File: config.mk
export PLATFORM = sky130hd
export DESIGN_NAME = dual_hall_sensor_step_counter_unit
export DESIGN_NICKNAME = d
export VERILOG_FILES = /design/src/sv/dhsc_pkg.sv /design/src/sv/dhsc_lane.sv /design/src/sv/dhsc_merge.sv /design/src/sv/dual_hall_sensor_step_counter_unit.sv
export SDC_FILE = /design/constraint.sdc
export NUM_CORES = 1
export LEC_CHECK = 0
export BUFFER_PORTS_ARGS = -buffer_cell sky130_fd_sc_hd__buf_2
export CAP_MARGIN = 20
export CORE_AREA = 2 2 182 184
export DETAILED_ROUTE_END_ITERATION = 10
export DIE_AREA = 0 0 184 186
export GPL_TIMING_DRIVEN = 0
export PLACE_DENSITY = 0.8
export SLEW_MARGIN = 10
export SYNTH_ARGS = -nofsm -noshare
export SYNTH_HDL_FRONTEND = slang
export SYNTH_SLANG_ARGS = --single-unit
File: constraint.sdc
create_clock -name clk -period 16.7 [get_ports clk]
set_input_delay 3.34 -clock clk [delete_from_list [all_inputs] [get_ports clk]]
set_output_delay 3.34 -clock clk [all_outputs]
set_load 0.005 [all_outputs]
File: src/sv/dhsc_pkg.sv
// shared types, constants and helpers of the dual hall sensor step counter
`timescale 1ns / 1ps

package dhsc_pkg;

  // fixed widths of the transaction fields
  localparam int CODE_BITS      = 3;
  localparam int POS_BITS       = 3;
  localparam int OUT_COUNT_BITS = 32;
  localparam int MAP_BITS       = 32;
  localparam int NIB_BITS       = 4;
  localparam int COUNT_BITS_DEFAULT = 32;

  // configuration port
  localparam int CFG_IDX_BITS  = 1;
  localparam int CFG_DATA_BITS = 32;
  localparam logic [CFG_IDX_BITS-1:0] REG_WHEEL0_MAP = 1'b0;
  localparam logic [CFG_IDX_BITS-1:0] REG_WHEEL1_MAP = 1'b1;

  // reset values per wheel
  localparam logic [MAP_BITS-1:0]  MAP0_RESET  = 32'hAB900C8D;
  localparam logic [MAP_BITS-1:0]  MAP1_RESET  = 32'h08A9CDB0;
  localparam logic [CODE_BITS-1:0] CODE0_RESET = 3'd1;
  localparam logic [CODE_BITS-1:0] CODE1_RESET = 3'd6;

  // six-step commutation sequence
  localparam logic [POS_BITS:0]   SEQ_LEN  = 4'd6;
  localparam logic [POS_BITS-1:0] LAST_POS = 3'd5;

  typedef struct packed {
    logic [CODE_BITS-1:0] hall_a;
    logic [CODE_BITS-1:0] hall_b;
  } in_item_t;

  typedef struct packed {
    logic signed [OUT_COUNT_BITS-1:0] count_a;
    logic                             forward_a;
    logic                             valid_a;
    logic                             moved_a;
    logic [POS_BITS-1:0]              position_a;
    logic signed [OUT_COUNT_BITS-1:0] count_b;
    logic                             forward_b;
    logic                             valid_b;
    logic                             moved_b;
    logic [POS_BITS-1:0]              position_b;
  } out_item_t;

  // what one wheel lane reports for the current transaction
  typedef struct packed {
    logic signed [OUT_COUNT_BITS-1:0] count;
    logic                             forward;
    logic                             valid;
    logic                             moved;
    logic [POS_BITS-1:0]              position;
  } lane_res_t;

  // map nibble marks a usable position
  function automatic logic nib_ok(input logic [NIB_BITS-1:0] nib);
    return nib[NIB_BITS-1] && (nib[POS_BITS-1:0] <= LAST_POS);
  endfunction

  // forward distance from old to new position, modulo the sequence length
  function automatic logic [POS_BITS-1:0] step_dist(input logic [POS_BITS-1:0] new_pos,
                                                    input logic [POS_BITS-1:0] old_pos);
    logic [POS_BITS:0] sum;
    sum = {1'b0, new_pos} + SEQ_LEN - {1'b0, old_pos};
    if (sum >= SEQ_LEN) begin
      sum = sum - SEQ_LEN;
    end
    return sum[POS_BITS-1:0];
  endfunction

endpackage

File: src/sv/dhsc_lane.sv
// one wheel lane: code map, previous code, position, direction and step count
`timescale 1ns / 1ps

module dhsc_lane
  import dhsc_pkg::*;
#(
  parameter int                   COUNT_BITS = COUNT_BITS_DEFAULT,
  parameter logic [MAP_BITS-1:0]  MAP_RESET  = MAP0_RESET,
  parameter logic [CODE_BITS-1:0] CODE_RESET = CODE0_RESET
) (
  input  logic                 clk,
  input  logic                 rst,
  input  logic                 step_en,
  input  logic [CODE_BITS-1:0] hall,
  input  logic                 map_we,
  input  logic [MAP_BITS-1:0]  map_data,
  output lane_res_t            res
);

  logic [MAP_BITS-1:0]   code_map;
  logic [CODE_BITS-1:0]  prev_code, prev_code_next;
  logic [POS_BITS-1:0]   seq_pos, seq_pos_next;
  logic [COUNT_BITS-1:0] count, count_next;
  logic                  dir_flag, dir_flag_next;
  logic                  ok_flag, ok_flag_next;
  logic                  moved;

  logic [NIB_BITS-1:0]   old_nib, new_nib;
  logic                  pair_ok;
  logic [POS_BITS-1:0]   step_len;
  logic                  fwd_step, back_step;
  logic [1:0]            back_mag;

  // map lookups of the old and new code
  assign old_nib   = code_map[{prev_code, 2'b00} +: NIB_BITS];
  assign new_nib   = code_map[{hall, 2'b00} +: NIB_BITS];
  assign pair_ok   = nib_ok(old_nib) && nib_ok(new_nib);
  assign step_len  = step_dist(new_nib[POS_BITS-1:0], old_nib[POS_BITS-1:0]);
  assign fwd_step  = (step_len == 3'd1) || (step_len == 3'd2);
  assign back_step = (step_len == 3'd4) || (step_len == 3'd5);
  assign back_mag  = 2'(SEQ_LEN - {1'b0, step_len});

  // next state for this transaction
  always_comb begin
    prev_code_next = prev_code;
    seq_pos_next   = seq_pos;
    count_next     = count;
    dir_flag_next  = dir_flag;
    ok_flag_next   = ok_flag;
    moved          = 1'b0;
    if (hall != prev_code) begin
      prev_code_next = hall;
      priority if (!pair_ok) begin
        ok_flag_next = 1'b0;
      end else if (fwd_step) begin
        seq_pos_next  = new_nib[POS_BITS-1:0];
        dir_flag_next = 1'b1;
        ok_flag_next  = 1'b1;
        count_next    = count + COUNT_BITS'(step_len[1:0]);
        moved         = 1'b1;
      end else if (back_step) begin
        seq_pos_next  = new_nib[POS_BITS-1:0];
        dir_flag_next = 1'b0;
        ok_flag_next  = 1'b1;
        count_next    = count - COUNT_BITS'(back_mag);
        moved         = 1'b1;
      end else begin
        // half turn or two codes on one position
        seq_pos_next = new_nib[POS_BITS-1:0];
        ok_flag_next = 1'b0;
      end
    end
  end

  // state registers
  always_ff @(posedge clk) begin
    if (rst) begin
      code_map  <= MAP_RESET;
      prev_code <= CODE_RESET;
      seq_pos   <= '0;
      count     <= '0;
      dir_flag  <= 1'b0;
      ok_flag   <= 1'b0;
    end else begin
      if (map_we) begin
        code_map <= map_data;
      end
      if (step_en) begin
        prev_code <= prev_code_next;
        seq_pos   <= seq_pos_next;
        count     <= count_next;
        dir_flag  <= dir_flag_next;
        ok_flag   <= ok_flag_next;
      end
    end
  end

  // result of this transaction
  always_comb begin
    res.count    = OUT_COUNT_BITS'($signed(count_next));
    res.forward  = dir_flag_next;
    res.valid    = ok_flag_next;
    res.moved    = moved;
    res.position = seq_pos_next;
  end

`ifndef SYNTH
  a_moved_valid : assert property (@(posedge clk) disable iff (rst)
    res.moved |-> res.valid)
    else $error("step counted without a consistent sequence");
  a_pos_range : assert property (@(posedge clk) disable iff (rst)
    seq_pos <= LAST_POS)
    else $error("sequence position out of range");
  a_hold : assert property (@(posedge clk) disable iff (rst)
    !step_en |=> $stable(count) && $stable(prev_code))
    else $error("lane state changed without a transaction");
`endif

endmodule

File: src/sv/dhsc_merge.sv
// merging stage: joins both lane results into one transaction, output register and skid
`timescale 1ns / 1ps

module dhsc_merge
  import dhsc_pkg::*;
(
  input  logic      clk,
  input  logic      rst,
  input  logic      in_valid,
  output logic      in_stall,
  input  lane_res_t res_a,
  input  lane_res_t res_b,
  output logic      out_valid,
  input  logic      out_stall,
  output out_item_t out_data
);

  out_item_t merged;
  out_item_t skid_data;
  logic      skid_full;
  logic      accept;
  logic      out_take;

  // combine the two lanes
  always_comb begin
    merged.count_a    = res_a.count;
    merged.forward_a  = res_a.forward;
    merged.valid_a    = res_a.valid;
    merged.moved_a    = res_a.moved;
    merged.position_a = res_a.position;
    merged.count_b    = res_b.count;
    merged.forward_b  = res_b.forward;
    merged.valid_b    = res_b.valid;
    merged.moved_b    = res_b.moved;
    merged.position_b = res_b.position;
  end

  assign in_stall = skid_full;
  assign accept   = in_valid && !skid_full;
  assign out_take = out_valid && !out_stall;

  // output register with one skid entry
  always_ff @(posedge clk) begin
    if (rst) begin
      out_valid <= 1'b0;
      skid_full <= 1'b0;
    end else if (skid_full) begin
      if (out_take) begin
        out_data  <= skid_data;
        skid_full <= 1'b0;
      end
    end else if (accept) begin
      if (!out_valid || out_take) begin
        out_data  <= merged;
        out_valid <= 1'b1;
      end else begin
        skid_data <= merged;
        skid_full <= 1'b1;
      end
    end else if (out_take) begin
      out_valid <= 1'b0;
    end
  end

`ifndef SYNTH
  a_skid_behind_out : assert property (@(posedge clk) disable iff (rst)
    skid_full |-> out_valid)
    else $error("skid holds a transaction while the output is empty");
  a_skid_fill : assert property (@(posedge clk) disable iff (rst)
    accept && out_valid && out_stall |=> skid_full)
    else $error("transaction lost while the output was stalled");
`endif

endmodule

File: src/sv/dual_hall_sensor_step_counter_unit.sv
// top level of the dual hall sensor step counter
`timescale 1ns / 1ps

// Decodes the hall codes of two wheels into six-step positions and step counts.
// Input channel in_valid / in_stall / in_data carries hall_a and hall_b; every
// accepted transaction yields exactly one result on out_valid / out_stall /
// out_data with count, direction, valid, moved and position of both wheels.
// Each wheel has its own lane; the merging stage joins them into one result.
// Results are registered in the output register, or in the skid entry if held.
// Throughput: one transaction per cycle unless in_stall is high; per cycle the
// path is one map lookup, a modulo-six distance and one COUNT_BITS add per lane.
// Stalling: the output register has one skid entry behind it; in_stall rises
// only once both are full, and a stalled result holds until taken.
// Configuration: cfg_we writes cfg_data into the code map chosen by cfg_index
// (0 wheel 0, 1 wheel 1); write only while no transaction is in flight.
// Reset (rst, synchronous): maps return to their defaults, previous codes to
// 1 and 6, counts, positions and flags to zero, and the output empties.
module dual_hall_sensor_step_counter_unit
  import dhsc_pkg::*;
#(
  parameter int COUNT_BITS = COUNT_BITS_DEFAULT
) (
  input  logic                     clk,
  input  logic                     rst,
  input  logic                     in_valid,
  output logic                     in_stall,
  input  in_item_t                 in_data,
  output logic                     out_valid,
  input  logic                     out_stall,
  output out_item_t                out_data,
  input  logic                     cfg_we,
  input  logic [CFG_IDX_BITS-1:0]  cfg_index,
  input  logic [CFG_DATA_BITS-1:0] cfg_data
);

  logic      accept;
  logic      map0_we, map1_we;
  lane_res_t res_a, res_b;

  assign accept  = in_valid && !in_stall;
  assign map0_we = cfg_we && (cfg_index == REG_WHEEL0_MAP);
  assign map1_we = cfg_we && (cfg_index == REG_WHEEL1_MAP);

  // wheel 0 lane
  dhsc_lane #(
    .COUNT_BITS (COUNT_BITS),
    .MAP_RESET  (MAP0_RESET),
    .CODE_RESET (CODE0_RESET)
  ) u_lane_a (
    .clk      (clk),
    .rst      (rst),
    .step_en  (accept),
    .hall     (in_data.hall_a),
    .map_we   (map0_we),
    .map_data (MAP_BITS'(cfg_data)),
    .res      (res_a)
  );

  // wheel 1 lane
  dhsc_lane #(
    .COUNT_BITS (COUNT_BITS),
    .MAP_RESET  (MAP1_RESET),
    .CODE_RESET (CODE1_RESET)
  ) u_lane_b (
    .clk      (clk),
    .rst      (rst),
    .step_en  (accept),
    .hall     (in_data.hall_b),
    .map_we   (map1_we),
    .map_data (MAP_BITS'(cfg_data)),
    .res      (res_b)
  );

  // merge and output buffering
  dhsc_merge u_merge (
    .clk       (clk),
    .rst       (rst),
    .in_valid  (in_valid),
    .in_stall  (in_stall),
    .res_a     (res_a),
    .res_b     (res_b),
    .out_valid (out_valid),
    .out_stall (out_stall),
    .out_data  (out_data)
  );

endmodule

==> key figures, run 1 <==
Timing
  – Period utilization: 0.550
  – Setup-failing EPs final: 0
  – Setup TNS: 0 ns
  – Tightest Pin Transition: between 1 and 1.5 ns
  – Slew HR: 0.220
  – Layout Skew: 0.0157 ns
  – Hold Vio Cnt, Final: 0
  – Slew Limit Fails: 0
  – Final min period: 9.19 ns
  – Setup ws final: 7.51 ns
  – RSZ-0062 raised after global routing: no
  – Max frequency: roughly 110 MHz

Drt
  – Via count: 14000
  – # DRC: 0
  – WL final: 49500 um
  – TritonRoute pass-1 iters: 5
  – Vias per Instance: roughly 6.3
  – Routed Antenna Nets: 0
  – DR iter-0 viols: around 1400
  – DR WL/cell: 22.2 um

Clocking
  – Root buffer cell: clkbuf_16
  – Longest Clk Path Bufs: 3
  – CTS Hold Buffers Added: 0
  – Clock transition at the registers of the reported paths: 0.06 ns
  – Setup bufs post-CTS: 0
  – CTS tree: done
  – Worst-Skew Late Latency: 0.53 ns
  – Num CTS Buffers: 35
  – H-tree Lvls: 2
  – Clock Sinks: 298
  – CTS resizes: 0

Place
  – Placement Setup Slack: about 7.2 ns
  – Count of buffers from port buffering: 115
  – Final HPWL DP: approximately 36000 um
  – Placed Cells: between 2000 and 2500
  – GPL Wtd Cong: 0.985

Critical path
  – CP most frequent cell: inv_1
  – Crit path cell chain: clkbuf_1 -> mux4_2 -> mux2_2 -> inv_1 -> ha_1 -> inv_1 -> ha_1 -> fa_1 -> xor2_1 -> o21a_1 -> inv_1 -> ha_1 -> inv_1 -> fa_1 -> a2111oi_2 -> nand3_1 -> a211oi_1 -> xor2_1 -> mux2_2
  – CP max FO: 9
  – Largest stage delay, worst path: approximately 0.8 ns
  – Critical path origin: in_data[4]
  – Crit path DAT: around 9.5 ns
  – R2r startpoint: u_lane_a.prev_code[0]
  – CP required: between 15 and 20 ns
  – Slowest cell on the critical path: a2111oi_2
  – Crit Path Class: primary input to register
  – CP Launch Type: primary input
  – Crit. End Element: register

Min path
  – Min-delay worst type: register to register
  – Hold_sp: u_lane_a.code_map[16]

Logic synthesis
  – Yosys top cell area share: 0.286
  – Synth cell types: 71
  – Syn Area/Cell: 9.79 um2
  – Seq/Total Area, Yosys: 0.468
  – Synth area leader: edfxtp_1
  – FFs w/ async S/R, synth: 0
  – EDFF count, synth: 152
  – Post-Syn Area: 0.0160 mm2
  – Post-Syn Instances: between 1500 and 2000
  – Most used DFF post-synth: edfxtp_1
  – Synth Warn #: 0
  – Register bit count reported by yosys: 298
  – Top post-synthesis cells by area: edfxtp_1, dfxtp_1, nand2_1, mux4_2, mux2_2
  – Syn Nets: 1705
  – Top-count cell post-synth: nand2_1
  – Most frequent cells after synthesis: nand2_1, edfxtp_1, dfxtp_1

Cells and area
  – Post-layout util: 0.571
  – Fillers: 2830
  – Area Growth Syn to Fin: 15.0%
  – Post-Layout Cell Count: 2230
  – Ant diodes: 0
  – Layout Nets: 1868
  – Layout cells sized above 1: 0.170

Power
  – Switching part of the total: 0.380
  – Leak Pwr: approximately 6.9 nW
  – Internal cell power: 0.00171 W
  – Pwr Density: 150 mW/mm2
  – Comb pwr share: 0.389
  – Sequential power share: 0.329
  – Clk network pwr share: 0.282
  – Worst vdd ir: 0.0000770 V
  – Net switching power: 0.00105 W

GRT
  – Initial antenna violation count: 0
  – GRT Overall Usage: 0.289
  – Number of global-route vias before repair: between 10000 and 15000
  – Total congestion overflow: 0
  – Pin count of the biggest net entering global routing: 31
  – Global-route wire length before repair: 76100 um

Die
  – Die area: 0.0342 mm2
  – Die X: 184 um
  – Initial core utilization: 0.496
  – IO Pins: 122
  – Die Span Y: between 150 and 200 um
  – Core Box Area: 0.0322 mm2
  – Row count: 66

Job
  – MaxCap Viol Count: 0

Run status
  – Outcome: finished, final reports clean
[worst max-delay path: cells and delay by family]
kind,cells,cell delay [ns]
AO/OA/AOI/OAI,3,1.83
XOR/XNOR,2,0.71
adder cells (fa/ha/maj),5,1.49
buffers and inverters,5,0.74
multiplexers,3,1.00
AND/OR/NAND/NOR,1,0.33
[state kept, by name (all words and copies together), names as in the netlist, 3 cells and up]
| name | flops |
|---|---|
| u_lane_b.prev_code | 3 |
| u_lane_a.count | 32 |
| u_lane_b.code_map | 32 |
| u_merge.skid_data | 76 |
| u_lane_a.prev_code | 3 |
| u_lane_b.count | 32 |
| u_lane_b.seq_pos | 3 |
| u_lane_a.seq_pos | 3 |
| u_lane_a.code_map | 32 |
| u_merge.out_data | 76 |
[cell usage in the layout (no fill, tap or decap), types with 13 or more instances in the layout]
cell type	n
and3_1	14
nor2_1	111
nand2_1	214
clkbuf_1	116
dfxtp_1	146
a21oi_1	98
ha_1	22
o211ai_1	15
nand4_1	37
o31ai_1	24
mux2_2	59
clkbuf_16	38
xnor2_1	28
inv_1	42
nor3_1	37
a211oi_1	27
nor4_1	23
or3_1	29
nand3_1	78
a31oi_1	26
or4_1	39
xor2_1	31
a31o_2	13
edfxtp_1	152
mux4_2	32
buf_1	18
o21ai_0	41
buf_2	126
[kinds of logic after synthesis]
kind of cell	share of synthesized area
mux	0.0932
fa+ha+maj	0.0247
buf+inv	0.0425
flops	0.468
compound gates	0.144
simple gates	0.195
xor+xnor	0.0323
[layer usage]
metal | track usage | vias to the layer above | routed length [um]
li1 | - | 6435 | -
met1 | 0.379 | 6743 | 20500
met2 | 0.464 | 719 | 22600
met3 | 0.0603 | 131 | 4270
met4 | 0.127 | 0 | 2100
met5 | 0 | - | 0
[path summary, 6_finish.rpt]
kind              slack [ns]  cells past startpoint                     to
setup / recovery        7.51                     19   u_merge.out_data[58]
hold / removal          0.48                      2  u_lane_a.code_map[16]
setup reg to reg       10.07                     18   u_merge.out_data[58]
hold reg to reg         0.48                      2  u_lane_a.code_map[16]
[final cells by class]
type                            instances  area (um2)  share of cell area
Buffer                                134         522              0.0284
Clock buffer                           49        1000              0.0545
Clock inverter                         14         160             0.00871
Sequential cell                       298        7490               0.407
Timing Repair Buffer                  126         708              0.0385
Tap cell                              408         510              0.0278
Inverter                               42         158             0.00857
Multi-Input combinational cell       1159        7840               0.426
[power by group through the flow]
stage | Clock (W) | Combinational (W) | Sequential [W]
floorplan | 0 | 0.000717 | 0.000919
global placement | 0 | 0.00100 | 0.000923
detailed placement | 0 | 0.00103 | 0.000924
CTS | 0.000786 | 0.00104 | 0.000908
global route | 0.000817 | 0.00117 | 0.000915
finish | 0.000779 | 0.00107 | 0.000909
[through the flow]
stage | hold WS [ns] | power, W | area, um2
final | 0.475 | 0.00276 | 18400
after global routing | 0.486 | 0.00290 | 18400
after CTS | 0.471 | 0.00274 | 18400
after detailed placement | 0.463 | 0.00196 | 17200
after global placement | 0.451 | 0.00193 | 17100
after floorplan | 0.443 | 0.00164 | 16000
No activity file was read; power rests on OpenSTA's default activity.
==> run 2: changes to the inputs <==
--- a/config.mk
+++ b/config.mk
@@ -5,13 +5,14 @@
 export SDC_FILE = /design/constraint.sdc
 export NUM_CORES = 1
 export LEC_CHECK = 0
+export ABC_AREA = 1
 export BUFFER_PORTS_ARGS = -buffer_cell sky130_fd_sc_hd__buf_2
 export CAP_MARGIN = 20
-export CORE_AREA = 2 2 182 184
+export CORE_AREA = 2 2 186 188
 export DETAILED_ROUTE_END_ITERATION = 10
-export DIE_AREA = 0 0 184 186
+export DIE_AREA = 0 0 188 190
 export GPL_TIMING_DRIVEN = 0
-export PLACE_DENSITY = 0.8
+export PLACE_DENSITY = 0.82
 export SLEW_MARGIN = 10
 export SYNTH_ARGS = -nofsm -noshare
 export SYNTH_HDL_FRONTEND = slang
==> constraint.sdc (replaced) <==
create_clock -name clk -period 7.8 [get_ports clk]
set_input_delay 1.56 -clock clk [delete_from_list [all_inputs] [get_ports clk]]
set_output_delay 1.56 -clock clk [all_outputs]
set_load 0.005 [all_outputs]
==> run 2 against run 1 <==
Count of clock-buffer cells in the layout fell by 12. Via count rose by 16%. Sequential power rose by 110%. Cell area rose by 2.8%. Non-clock buffer count fell by 33. Routed wire length rose by 7.4%. Combinational power rose by 98%. Critical path depth rose by 9. Clock skew rose by 0.0065 ns. Clock power rose by 86%. Synthesized cell count rose by 40%. Flip-flop and latch count did not move.
==> key figures, run 2 <==
Run status
  – Outcome: finished, final reports clean

Timing
  – Period utilization: 0.748
  – Max frequency: 171 MHz
  – Setup TNS: 0 ns (unchanged)
  – Tightest Pin Transition: 0.828 ns (-0.334 ns)
  – Slew Limit Fails: 0 (unchanged)
  – Setup-failing EPs final: 0 (unchanged)
  – Final min period: roughly 6 ns
  – Setup ws final: 1.96 ns (-5.55 ns)
  – RSZ-0062 raised after global routing: no
  – Slew HR: 0.448 (+0.229)
  – Hold Vio Cnt, Final: 0 (unchanged)
  – Layout Skew: 0.0222 ns (+0.00650 ns)

Critical path
  – Crit path DAT: 6.17 ns (-3.28 ns)
  – CP max FO: 10 (+1)
  – Largest stage delay, worst path: 0.60 ns (-0.19 ns)
  – Family with the most delay on the worst path: adder cells
  – FF-to-FF setup slack: 2.70 ns (-7.37 ns)
  – Crit Path Class: primary input to register
  – R2r startpoint: u_lane_b.prev_code[0]
  – Crit path buf inv count: 7 (+2)
  – CP most frequent cell: nand2_1
  – Worst R2R End: u_merge.out_data[34]
  – Slowest cell on the critical path: o21ai_0
  – FF-to-FF path depth: 25 (+7)
  – CP Launch Type: primary input
  – CP required: 8.13 ns (-8.83 ns)
  – Crit. End Element: register

Place
  – Placement Setup Slack: 1.49 ns (-5.67 ns)
  – Area post-placement: 0.0179 mm2 (+4.1%)
  – GPL Wtd Cong: 0.985 (unchanged)
  – Final HPWL DP: 40700 um (+12%)
  – Count of buffers from port buffering: 119 (+3.5%)

Clocking
  – Longest Clk Path Bufs: 3 (unchanged)
  – Root buffer cell: clkbuf_16
  – H-tree Lvls: 1 (-1)
  – Worst-Skew Late Latency: 0.59 ns (+0.06 ns)
  – Setup bufs post-CTS: 0 (unchanged)
  – Clock transition at the registers of the reported paths: 0.06 ns (about the same)
  – Num CTS Buffers: 31 (-11%)
  – CTS Hold Buffers Added: 0 (unchanged)
  – CTS resizes: 0 (unchanged)
  – Clock Sinks: 298 (unchanged)
  – CTS tree: done

Power
  – Comb pwr share: 0.387 (-0.002)
  – Switching part of the total: 0.413 (+0.0325)
  – Leak Pwr: 8.93 nW (+30%)
  – Worst vdd ir: 0.000235 V (+210%)
  – Sequential power share: 0.348 (+0.019)
  – Net switching power: 0.00226 W (+120%)
  – Clk network pwr share: 0.265 (-0.017)
  – Internal cell power: 0.00322 W (+88%)
  – Pwr Density: 290 mW/mm2 (+93%)

Die
  – Die area: 0.0357 mm2 (+4.4%)
  – Core Box Area: 0.0339 mm2 (+5.4%)
  – Row count: 68 (+3.0%)
  – Die X: 188 um (+2.2%)
  – IO Pins: 122 (unchanged)
  – Die Span Y: 190 um (+2.2%)
  – Initial core utilization: 0.490 (-0.00652)

Min path
  – Min-delay worst type: register to register
  – Hold Path Stages: 2 (unchanged)
  – WHS Endpoint: u_lane_b.code_map[3]
  – Hold_sp: u_lane_b.code_map[3]

Cells and area
  – Post-layout util: 0.557 (-0.0143)
  – Layout Nets: 2519 (+35%)
  – Commonest cells after routing, fill and taps aside: nand2_1, inv_1, nand3_1
  – Largest registers: u_merge.out_data: 76 flops, u_merge.skid_data: 76 flops
  – Fin area: 0.0189 mm2 (+2.8%)
  – Area Growth Syn to Fin: 13.6%
  – Most common cell after layout, fill and taps aside: nand2_1
  – Layout cells sized above 1: 0.103 (-0.0668)

Drt
  – DR WL/cell: 18.2 um (-18%)
  – # DRC: 0 (unchanged)
  – Vias per Instance: 5.54 (-12%)
  – Routed Antenna Nets: 0 (unchanged)
  – WL final: 53200 um (+7.4%)
  – DR iter-0 viols: 1685 (+20%)
  – Via count: 16200 (+16%)
  – TritonRoute pass-1 iters: 5 (unchanged)

Logic synthesis
  – Synth cell types: 45 (-37%)
  – Post-Syn Instances: 2290 (+40%)
  – FFs w/ async S/R, synth: 0 (unchanged)
  – Synth Warn #: 0 (unchanged)
  – Post-Syn Area: 0.0166 mm2 (+4.0%)
  – EDFF count, synth: 152 (unchanged)
  – Top-count cell post-synth: nand2_1
  – Most used DFF post-synth: edfxtp_1
  – Register bit count reported by yosys: 298 (unchanged)
  – Synth area leader: edfxtp_1
  – Top post-synthesis cells by area: edfxtp_1, dfxtp_1, nand2_1, nand3_1, inv_1
  – Most frequent cells after synthesis: nand2_1, inv_1, nand3_1
  – Syn Nets: 2362 (+39%)
  – Seq/Total Area, Yosys: 0.450 (-0.0181)
  – Syn Area/Cell: 7.26 um2 (-26%)
  – Yosys top cell area share: 0.274 (-0.0110)

Job
  – MaxCap Viol Count: 0 (unchanged)

GRT
  – Number of global-route vias before repair: 15300 (+13%)
  – Global-route wire length before repair: 83000 um (+9.1%)
  – Initial antenna violation count: 2 (+2)
  – GRT Overall Usage: 0.294 (+0.00480)
  – Pin count of the biggest net entering global routing: 30 (-3.2%)
  – Total congestion overflow: 0 (unchanged)
-- run 2: changes by cell type in the layout (fill, tap and decap cells not counted), moves of 27 or more --
cell	before	now
or3_1	29	0
xor2_1	31	3
nand2_1	214	766
inv_1	42	276
mux2_2	59	0
nand3_1	78	228
a211oi_1	27	0
clkbuf_1	116	64
or4_1	39	0
mux4_2	32	0
o21ai_0	41	131
nor2_1	111	146
-- run 2: per-layer routing --
layer  track usage  part of all wire  up-vias
met2         0.478              0.45      776
met5             0           0.00030        -
met1         0.394              0.42     7507
met4         0.113             0.036        2
met3        0.0472             0.090      113
li1              -                 -     7824
-- run 2: logic make-up after synthesis --
| family | synth area share |
|---|---|
| and+or+nand+nor | 0.323 |
| xor gates and xnor gates | 0.00474 |
| adders and majority gates | 0.0238 |
| buffers and inverters | 0.0970 |
| AOI/OAI and AO/OA | 0.101 |
| DFF | 0.450 |
-- run 2: power groups by stage --
stage          registers, W  clock network [W]  logic (W)
6_report            0.00191            0.00145    0.00212
5_1_grt             0.00192            0.00152    0.00235
4_1_cts             0.00190            0.00147    0.00208
3_5_place_dp        0.00194                  0    0.00207
3_3_place_gp        0.00194                  0    0.00201
2_1_floorplan       0.00193                  0    0.00141
-- run 2: area by class of cell --
type	count	area (um2)
Clock inverter	20	164
Multi-Input combinational cell	1603	7550
Antenna cell	1	2.50
Clock buffer	37	808
Tap cell	455	569
Sequential cell	298	7490
Timing Repair Buffer	124	703
Buffer	103	532
Fill cell	3226	15100
Inverter	286	1080
-- run 2: worst max-delay path by stage --
stage | from | endpoint | slack [ns] | depth (start not counted)
floorplan | rst | u_merge.out_data[0] | 1.35 | 5
global placement | rst | u_merge.out_data[50] | -1.06 | 5
detailed placement | in_data[0] | u_merge.out_data[34] | 1.49 | 28
CTS | in_data[0] | u_merge.out_data[34] | 2.02 | 28
global route | in_data[0] | u_merge.out_data[34] | 1.62 | 27
finish | in_data[0] | u_merge.out_data[34] | 1.96 | 28
-- run 2: worst reg2reg max path, cell delays in order (launching register included) --
cell and delay (ns):
dfxtp_1 0.33, buf_6 0.15, buf_4 0.19, o21ai_0 0.09, o21ai_0 0.17, a21oi_1 0.05
a31oi_1 0.19, ha_1 0.17, inv_1 0.04, ha_1 0.18, fa_1 0.50, o21ai_0 0.19
nand2_1 0.11, ha_1 0.29, inv_1 0.07, fa_1 0.42, inv_1 0.10, nand2_1 0.08
nor2_1 0.25, nand4_1 0.19, o21ai_0 0.60, nand3_1 0.17, nand2_1 0.11, nand2_1 0.09
nand2_1 0.08, nand2_1 0.05
-- run 2: per-stage QoR --
step,total power (W),hold slack (ns),std cells
after floorplan,0.00334,0.440,2290
after global placement,0.00395,0.456,2864
after detailed placement,0.00400,0.458,2869
after CTS,0.00545,0.468,2926
after global routing,0.00579,0.495,2926
final,0.00548,0.468,2927
